**src/sv/avrdsm_pkg.sv**
```systemverilog
`default_nettype none

package avrdsm_pkg;

  // byte address width, one bit above the 16-bit space for the word high byte
  localparam int unsigned BYTE_ADDR_W = 17;
  localparam int unsigned DATA_W      = 16;
  localparam int unsigned CFG_IDX_W   = 1;

  // action codes
  localparam logic [1:0] ACT_RD_BYTE = 2'd0;
  localparam logic [1:0] ACT_WR_BYTE = 2'd1;
  localparam logic [1:0] ACT_RD_WORD = 2'd2;
  localparam logic [1:0] ACT_WR_WORD = 2'd3;

  // configuration register indexes
  localparam logic [CFG_IDX_W-1:0] CFG_RAM_START = 1'd0;
  localparam logic [CFG_IDX_W-1:0] CFG_RAM_END   = 1'd1;

  localparam logic [15:0] RAM_START_RST = 16'd256;
  localparam logic [15:0] RAM_END_RST   = 16'd2303;

  typedef struct packed {
    logic [1:0]  action;
    logic [15:0] address;
    logic [15:0] write_data;
  } in_item_t;

  typedef struct packed {
    logic [15:0] read_data;
    logic        address_wrapped;
    logic        uninitialized_read;
  } out_item_t;

  // controller to datapath
  typedef struct packed {
    logic clr_en;
    logic load_item;
    logic set_wrapped;
    logic set_zero;
    logic mod_start;
    logic mod_sel_depth;
    logic load_mod;
    logic mem_wr;
    logic capture;
    logic next_byte;
    logic load_out;
  } dsm_cmd_t;

  // datapath to controller
  typedef struct packed {
    logic clr_last;
    logic above_end;
    logic end_zero;
    logic over_depth;
    logic is_write;
    logic is_word;
    logic byte_hi;
    logic mod_done;
    logic out_free;
  } dsm_status_t;

endpackage

`default_nettype wire

```
**src/sv/avrdsm_ctrl.sv**
```systemverilog
`default_nettype none

module avrdsm_ctrl import avrdsm_pkg::*; (
  input  wire         clk,
  input  wire         rst_n,
  input  wire         in_valid,
  output logic        in_stall,
  input  dsm_status_t status,
  output dsm_cmd_t    cmd
);

  typedef enum logic [2:0] {
    ST_CLEAR,
    ST_IDLE,
    ST_RESOLVE,
    ST_MOD_WAIT,
    ST_READ_WAIT,
    ST_OUT_WAIT
  } state_t;

  state_t state_r, state_nxt;

  always_comb begin
    cmd       = '0;
    state_nxt = state_r;
    unique case (state_r)
      ST_CLEAR: begin
        cmd.clr_en = 1'b1;
        if (status.clr_last) begin
          state_nxt = ST_IDLE;
        end
      end
      ST_IDLE: begin
        if (in_valid) begin
          cmd.load_item = 1'b1;
          state_nxt     = ST_RESOLVE;
        end
      end
      ST_RESOLVE: begin
        if (status.above_end) begin
          cmd.set_wrapped = 1'b1;
          if (status.end_zero) begin
            cmd.set_zero = 1'b1;
          end else begin
            cmd.mod_start = 1'b1;
            state_nxt     = ST_MOD_WAIT;
          end
        end else if (status.over_depth) begin
          cmd.mod_start     = 1'b1;
          cmd.mod_sel_depth = 1'b1;
          state_nxt         = ST_MOD_WAIT;
        end else if (status.is_write) begin
          cmd.mem_wr = 1'b1;
          if (status.is_word && !status.byte_hi) begin
            cmd.next_byte = 1'b1;
          end else if (status.out_free) begin
            cmd.load_out = 1'b1;
            state_nxt    = ST_IDLE;
          end else begin
            state_nxt = ST_OUT_WAIT;
          end
        end else begin
          state_nxt = ST_READ_WAIT;
        end
      end
      ST_MOD_WAIT: begin
        if (status.mod_done) begin
          cmd.load_mod = 1'b1;
          state_nxt    = ST_RESOLVE;
        end
      end
      ST_READ_WAIT: begin
        cmd.capture = 1'b1;
        if (status.is_word && !status.byte_hi) begin
          cmd.next_byte = 1'b1;
          state_nxt     = ST_RESOLVE;
        end else begin
          // last byte and its flag land at this edge, hand off from ST_OUT_WAIT once the output is free
          state_nxt = ST_OUT_WAIT;
        end
      end
      ST_OUT_WAIT: begin
        if (status.out_free) begin
          cmd.load_out = 1'b1;
          state_nxt    = ST_IDLE;
        end
      end
      default: begin
        state_nxt = ST_IDLE;
      end
    endcase
  end

  always_ff @(posedge clk) begin
    if (!rst_n) begin
      state_r <= ST_CLEAR;
    end else begin
      state_r <= state_nxt;
    end
  end

  assign in_stall = (state_r != ST_IDLE);

endmodule

`default_nettype wire

```
**config.mk**
```make
export PLATFORM = sky130hd
export DESIGN_NAME = avrdsm_ctrl
export DESIGN_NICKNAME = d
export VERILOG_FILES = /design/src/sv/avrdsm_pkg.sv /design/src/sv/avrdsm_ctrl.sv
export SDC_FILE = /design/constraint.sdc
export NUM_CORES = 1
export LEC_CHECK = 0
export BUFFER_PORTS_ARGS = -buffer_cell sky130_fd_sc_hd__buf_2
export CORE_AREA = 4 4 41 43
export CTS_CLUSTER_SIZE = 40
export DETAILED_ROUTE_END_ITERATION = 16
export DIE_AREA = 0 0 45 47
export PLACE_DENSITY_LB_ADDON = 0.25
export SYNTH_ARGS = -nofsm -noshare
export SYNTH_HDL_FRONTEND = slang
export SYNTH_SLANG_ARGS = --single-unit
```
**constraint.sdc**
```tcl
create_clock -name clk -period 2.55 [get_ports clk]
set_input_delay 0.51 -clock clk [delete_from_list [all_inputs] [get_ports clk]]
set_output_delay 0.51 -clock clk [all_outputs]
set_load 0.02 [all_outputs]
```
==> metrics, run 1 <==
outcome=completed; Slew HR=74.1%; Netlist cell types=28; setup bufs post-CTS=0; top flop regs=state_r (3); metal1 wirelength=478 um; clock input transition at the sequential cells of the worst setup and hold paths=40 ps; top cell type's share of synthesized area=15.3%; maximum net fanout on the critical path=13; initial core utilization=30.2%; synthesized flop and latch total=3; Avg Cell Area, Syn=7.41 um^2; Post-Syn Area=393 um^2; TritonCTS Buffers=3; Root Driver=clkbuf_4; Clock Sinks=3; n_diodes=0; Fin Setup TNS=0 ps; core footprint=0.00130 mm^2; vias in the first global route=427; I/O Pins=24; initial antenna violation count=0; Required @ worst endpoint=2040 ps; yosys warns=0; I/O Buffers=23; post-synth top area cell=dfxtp_1; first drt pass iteration count=2; delay-heaviest family, CP=simple AND/OR/NAND/NOR gates; Total GRT Usage=10.6%; Mapped Nets=65; Row Count=13; unrepaired setup endpoints after global routing=no; total number of vias=434; Worst Path Buf+Inv=1; H-tree Lvls=1; Die Wd=45 um; flip-flop count of the largest register after layout=3; Cells after Synth=53; met2 WL=396 um; Seq/Total Area, Yosys=15.3%; peak supply drop=0.000269 V; Final Setup Violations=0; critical path arrival=1670 ps; Pins Over Slew Limit=0; Max Cap Violations=0; share of layout cells above drive strength 1=42.9%; worst hold-check path type=input pin to register; final worst-path cycle share=85.5%; Crit path largest cell delay=530 ps; pin count of the biggest net entering global routing=14; Hold WS=540 ps; cts hold-fix bufs=0; drt initial violations=1; DR top layer=met3; metal3 WL=86 um; Worst Skew=2.51 ps; first-pass GRT wire length=1710 um; remaining antenna violation count=0; DR vias/cell=4.72; die area=0.00212 mm^2; Hold Fails Final Rpt=0; min cycle time layout=2180 ps; critical-path cell list=nor3b_2 -> and3_4 -> nand2_1 -> a21boi_0 -> buf_2; Post-CTS Resized=0; DRC=0; die span in y=47 um; Synth area leaders=dfxtp_1 15%, nand2_1 7.6%, nor2_1 7.6%; WS Path Type=register to output pin; Final nets=90; CP startpoint kind=register; Reg with most FFs=state_r; CTS tree=yes; Remaining Overflow, GRT=0; routed len/inst=10.4 um; Max Root-Sink Buffers=2; Critical Path Sink Type=output pin; Clk Latency, worst-skew pair=230 ps; HPWL after detailed placement=794 um; Lkg Pwr=0.000285 uW; Peak Freq=458 MHz; PwrDens=793 mW/mm^2; Area Overhead vs Synth=34.1%; Worst path slowest cell=dfxtp_1; gpl congestion=0.823; total power=418 uW; Routed WL=961 um; Least-Margin Pin Slew=379 ps
## per-stage QoR
stage | setup WS [ps] | utilization [%] | instance area (um^2) | instances
finish | 369 | 40.5 | 527 | 92
global route | 134 | 40.5 | 527 | 92
CTS | 329 | 40.5 | 527 | 92
detailed placement | 560 | 38.5 | 500 | 88
global placement | 547 | 38.5 | 500 | 88
floorplan | 505 | - | 393 | 53
## cell type report
type                    count  area [um^2]
clock buffers               4         26.3
fillers                   147          774
inverters                   4         15.0
multi-input cells          43          292
flip-flops and latches      3         60.1
well taps                  15         18.8
repair buffers             23          115
## Yosys cell counts
cell type	instances
a211o_1	1
buf_6	1
nor3b_2	1
and3_4	1
o22ai_2	1
o32ai_1	1
o21ai_0	2
a2111oi_0	1
nand2_1	8
nor3_1	1
a21boi_0	1
nor2b_1	1
or2_2	1
mux2i_1	1
buf_4	2
a31oi_1	1
a32o_1	1
nor2_1	8
o41ai_2	1
inv_1	4
nor3b_1	3
mux2_2	1
nand2b_1	2
nand3b_4	1
and2_1	2
dfxtp_1	3
a21oi_1	1
and2b_1	1
## worst reg2reg max path, delay by kind of cell, from the launching register on
kind	cells	cell delay, ps
flops	1	530
simple gates	1	230
mux	1	190
compound gates	2	610
## power breakdown
| part | switching, uW | internal [uW] |
|---|---|---|
| sequential | 40.5 | 61.6 |
| clock | 22.2 | 58.5 |
| combinational | 127 | 107 |
| total | 190 | 227 |
## metal layers
layer / GRT usage, % / up-vias
li1: - / 236
met1: 14.3 / 182
met2: 16.9 / 16
met3: 3.07 / 0
met4: 1.75 / 0
met5: 0 / -
## cells in the final DEF, fill, tap and decap left out, drive strengths merged, types with 2 or more instances in the layout
cell    synthesis  layout
buf             3      23
o21ai           2       2
inv             4       4
clkbuf          0       4
nor2            8       8
nand2           8       8
dfxtp           3       3
and2            2       2
nor3b           4       4
nand2b          2       2
## final timing paths
kind	cells after the start	to	slack, ps	startpoint
hold reg to reg	2	state_r[1]	630	state_r[1]
setup / recovery	5	cmd[0]	370	state_r[1]
hold / removal	3	state_r[0]	540	rst_n
setup reg to reg	4	state_r[1]	910	state_r[1]
## cell families after synthesis
kind of cell           after synthesis  synth area share, %
buffers and inverters                7                 10.5
muxes                                2                 5.41
AOI/OAI and AO/OA                   11                 23.9
DFF                                  3                 15.3
and+or+nand+nor                     30                 44.9
(Power assumes the default switching activity.)
==> inputs of run 2 (changes only) <==
--- a/config.mk
+++ b/config.mk
@@ -8,5 +8,5 @@
 export BUFFER_PORTS_ARGS = -buffer_cell sky130_fd_sc_hd__buf_2
 export CORE_AREA = 4 4 41 43
-export CTS_CLUSTER_SIZE = 40
+export CTS_CLUSTER_SIZE = 10
 export DETAILED_ROUTE_END_ITERATION = 16
 export DIE_AREA = 0 0 45 47
==> constraint.sdc (replaced) <==
create_clock -name clk -period 2.55 [get_ports clk]
set_input_delay 0 -clock clk [delete_from_list [all_inputs] [get_ports clk]]
set_output_delay 0 -clock clk [all_outputs]
set_load 0.02 [all_outputs]
==> run 2 against run 1 <==
  * First-iteration DRC count grew to 8.0 times the previous value
  * Clock power is 3.7% higher
  * Power is 1.0% higher
  * Sequential share of layout area stayed put
  * Global-route usage is 0.16 points lower
  * Non-clock buffer count stayed put
  * Via count is 2.3% higher
  * Routed wire length is 2.5% higher
  * Setup slack better by 440 ps
  * Critical endpoint is now state_r[1]
  * Largest cell class unchanged
  * Highest routed layer unchanged
==> metrics, run 2 (synthesis results as in run 1) <==
outcome=completed; critical path arrival=1900 ps; fin area=527 um^2; clock input transition at the sequential cells of the worst setup and hold paths=40 ps; share of layout cells above drive strength 1=42.9%; non-filler cells, final=92; r2r startpoint=state_r[1]; initial core utilization=30.2%; placed insts=88; initial antenna violation count=0; core footprint=0.00130 mm^2; flip-flop count of the largest register after layout=3; Hold Path Depth=3; CTS tree=yes; Least-Margin Pin Slew=506 ps; maximum net fanout on the critical path=13; n_diodes=0; Critical Path Sink Type=register; Hold Fails Final Rpt=0; drt initial violations=8; HPWL after detailed placement=813 um; Max Root-Sink Buffers=2; vias in the first global route=391; Lkg Pwr=0.000285 uW; FF-to-FF path depth=4; pin count of the biggest net entering global routing=14; first-pass GRT wire length=1650 um; WS Path Type=register to register; Remaining Overflow, GRT=0; Clock Sinks=3; PwrDens=801 mW/mm^2; Slew HR=65.4%; gpl congestion=0.744; Pins Over Slew Limit=0; Die Wd=45 um; total number of vias=444; min cycle time layout=1740 ps; Row Count=13; Worst Hold Launch=rst_n; I/O Pins=24; Root Driver=clkbuf_4; remaining antenna violation count=0; Final Setup Violations=0; most common cell after layout, fill and taps aside=buf_2; Clk Latency, worst-skew pair=230 ps; Worst Hold End=state_r[0]; Total GRT Usage=10.4%; Reg with most FFs=state_r; die area=0.00212 mm^2; cts hold-fix bufs=0; final worst-path cycle share=68.2%; FILL cells=147; Required @ worst endpoint=2710 ps; Fin Setup TNS=0 ps; Post-CTS Resized=0; Placed Instance Area=500 um^2; routed len/inst=10.7 um; switching share of power=46.0%; power share of the combinational group=56.2%; unrepaired setup endpoints after global routing=no; reg-to-reg endpoint=state_r[1]; Routed WL=985 um; Area Overhead vs Synth=34.1%; switching pwr=194 uW; flop2flop setup slack=810 ps; Clock power frac=19.8%; TritonCTS Buffers=3; Reg power frac=24.0%; peak supply drop=0.000314 V; worst hold-check path type=input pin to register; Peak Freq=575 MHz; Final nets=90; DR vias/cell=4.83; internal power=228 uW; setup bufs post-CTS=0; DRC=0; Worst Skew=1.64 ps; CP startpoint kind=register; die span in y=47 um; H-tree Lvls=1; top flop regs=state_r (3); first drt pass iteration count=3; I/O Buffers=23; Max Cap Violations=0; commonest non-fill, non-tap cells in the layout=23 x buf_2, 8 x nor2_1, 8 x nand2_1, 4 x inv_1
run 2: cell counts in the layout (fill, tap and decap cells not counted):
No cell type changed its count.
run 2: cell type report:
class | instances | area [um^2] | share of cell area, %
Clock buffer | 4 | 26.3 | 4.99
Timing Repair Buffer | 23 | 115 | 21.9
Tap cell | 15 | 18.8 | 3.56
Inverter | 4 | 15.0 | 2.85
Multi-Input combinational cell | 43 | 292 | 55.3
Sequential cell | 3 | 60.1 | 11.4
run 2: how the worst max path moves through the flow:
stage,endpoint,from,slack [ps]
global route,cmd[0],state_r[1],650
detailed placement,state_r[1],state_r[1],800
floorplan,state_r[1],state_r[2],920
global placement,state_r[1],state_r[1],830
finish,state_r[1],state_r[1],810
CTS,state_r[1],state_r[1],790
run 2: critical path, stage by stage, from the launching register on:
cell       delay (ps)
dfxtp_1           520
and2b_1           230
a2111oi_0         500
a211o_1           230
mux2i_1           190
run 2: per-layer routing:
metal / part of all wire (%) / track usage [%] / up-vias
met3: 7.3 / 3.83 / 0
met2: 41 / 16.1 / 18
met1: 51 / 14.1 / 193
met4: 0 / 1.75 / 0
met5: 0 / 0 / -
li1: - / - / 233
run 2: through the flow:
step / worst slack, ps / hold WS [ps] / util (%) / total power, uW
floorplan: 923 / 81.7 / - / 295
CTS: 785 / 14.7 / 40.5 / 430
global route: 650 / 39.2 / 40.5 / 464
detailed placement: 796 / 261 / 38.5 / 341
finish: 811 / 24.1 / 40.5 / 422
global placement: 831 / 256 / 38.5 / 342
run 2: power groups by stage:
stage                     clock network, uW  logic [uW]  registers [uW]
after floorplan                           0         225            69.4
after global placement                    0         239             102
after detailed placement                  0         239             102
after CTS                              88.6         240             101
after global routing                   94.3         262             108
final                                  83.7         237             101
==> inputs of run 3 (changes only) <==
- clock period: 2.55 -> 1.4 ns (I/O delays scaled with it)
==> run 3 against run 2 <==
  * The flow now finishes with violations (setup timing)
  * Sequential share of layout area is 1.6 points lower
  * Global-route usage is 0.16 points higher
  * Die area stayed put
  * Critical path type is now register to output pin
  * Highest routed layer unchanged
  * Clock power is 73% higher
  * Setup slack worse by 850 ps
  * Critical endpoint is now cmd[0]
==> metrics, run 3 (synthesis results as in run 1) <==
routed len/inst=9.93 um; r2r startpoint=state_r[1]; Row Count=13; final core utilization=52.0%; PwrDens=1470 mW/mm^2; initial antenna violation count=0; peak supply drop=0.000450 V; H-tree Lvls=1; Hold Path Depth=2; Area Overhead vs Synth=72.3%; Root Driver=clkbuf_4; Pins Over Slew Limit=0; Total GRT Usage=10.6%; Routed WL=1060 um; DR vias/cell=4.49; n_diodes=0; CTS tree=yes; Final WS setup=-35.1 ps; worst hold-check path type=input pin to register; min cycle time layout=1440 ps; flop2flop setup slack=40 ps; first drt pass iteration count=4; Final Setup Violations=1; WS Path Type=register to output pin; outcome=finished, violations left; violated checks=setup timing; unrepaired setup endpoints after global routing=yes; die span in y=47 um; first-pass GRT wire length=1700 um; Worst Skew=4.75 ps; Critical Path Sink Type=output pin; Remaining Overflow, GRT=0; Reg with most FFs=state_r; Max Root-Sink Buffers=2; Final nets=105; Peak Freq=697 MHz; vias in the first global route=435; most common cell after layout, fill and taps aside=buf_2; Worst Hold Launch=status[0]; I/O Pins=24; top flop regs=state_r (3); Worst Hold End=state_r[2]; Least-Margin Pin Slew=259 ps; Required @ worst endpoint=1400 ps; flip-flop count of the largest register after layout=3; pin count of the biggest net entering global routing=9; maximum net fanout on the critical path=7; commonest non-fill, non-tap cells in the layout=20 x buf_2, 17 x buf_4, 8 x nor2_1, 7 x nand2_1, 4 x inv_1; critical path arrival=1440 ps; die area=0.00212 mm^2; core footprint=0.00130 mm^2; drt initial violations=7; I/O Buffers=23; Die Wd=45 um; gpl congestion=0.743; final worst-path cycle share=103%; clock input transition at the sequential cells of the worst setup and hold paths=40 ps; DRC=0; Slew HR=82.7%; Max Cap Violations=0; CP startpoint kind=register; Clock Sinks=3; FF-to-FF path depth=5; total number of vias=480; initial core utilization=30.2%; TritonCTS Buffers=3; Lkg Pwr=0.000369 uW; share of layout cells above drive strength 1=58.7%; HPWL after detailed placement=899 um; pre-CTS WS=-88.9 ps; Hold Fails Final Rpt=0; Fin Setup TNS=-35.1 ps; Clk Latency, worst-skew pair=230 ps; reg-to-reg endpoint=state_r[0]; remaining antenna violation count=0
[run 3: repair_timing]
action                                 in CTS  in global routing
pin swaps                                   4                  3
endpoints found under the hold margin       0                  0
gates resized for setup                    12                  0
hold buffers                                0                  0
setup endpoints to repair                   7                  5
buffers inserted                            1                  2
[run 3: worst max-delay path by stage]
stage                     from          to  slack [ps]  cells after the start
floorplan           state_r[1]  state_r[0]          20                      5
global placement    state_r[1]  state_r[1]         -50                      4
detailed placement  state_r[1]  state_r[1]         -90                      4
CTS                 state_r[1]      cmd[0]         -40                      6
global route        state_r[1]      cmd[0]        -110                      6
finish              state_r[1]      cmd[0]         -40                      6
[run 3: where the power goes]
group | internal, uW | total [uW] | switching, uW
clock network | 106 | 145 | 39.0
logic | 370 | 687 | 317
registers | 123 | 165 | 41.7
[run 3: worst max-delay path: stages (launching register included)]
cell and delay [ps]:
dfxtp_4 370, nor3b_4 210, and3_4 220, buf_6 100, nand2_2 40, a21boi_1 120, buf_4 150
[run 3: final cells by class]
| class | instances | area [um^2] |
|---|---|---|
| Inverter | 4 | 15.0 |
| Timing Repair Buffer | 38 | 239 |
| Tap cell | 15 | 18.8 |
| Clock buffer | 4 | 26.3 |
| Sequential cell | 3 | 66.3 |
| Multi-Input combinational cell | 43 | 312 |
| Fill cell | 135 | 624 |
[run 3: through the flow]
stage | area (um^2) | total power (uW) | hold WS, ps | cells
after global routing | 677 | 1070 | 53.9 | 107
after floorplan | 398 | 542 | 81.7 | 53
after detailed placement | 596 | 755 | 274 | 100
after CTS | 662 | 973 | 33.4 | 105
final | 677 | 998 | 38.6 | 107
after global placement | 596 | 750 | 255 | 100
[run 3: per-layer routing]
metal / global-route usage [%] / wire [um] / vias to the layer above
met4: 0 / 0 / 0
met2: 18.6 / 457 / 16
met5: 0 / 0 / -
met1: 14.1 / 535 / 201
li1: - / - / 263
met3: 2.30 / 69 / 0
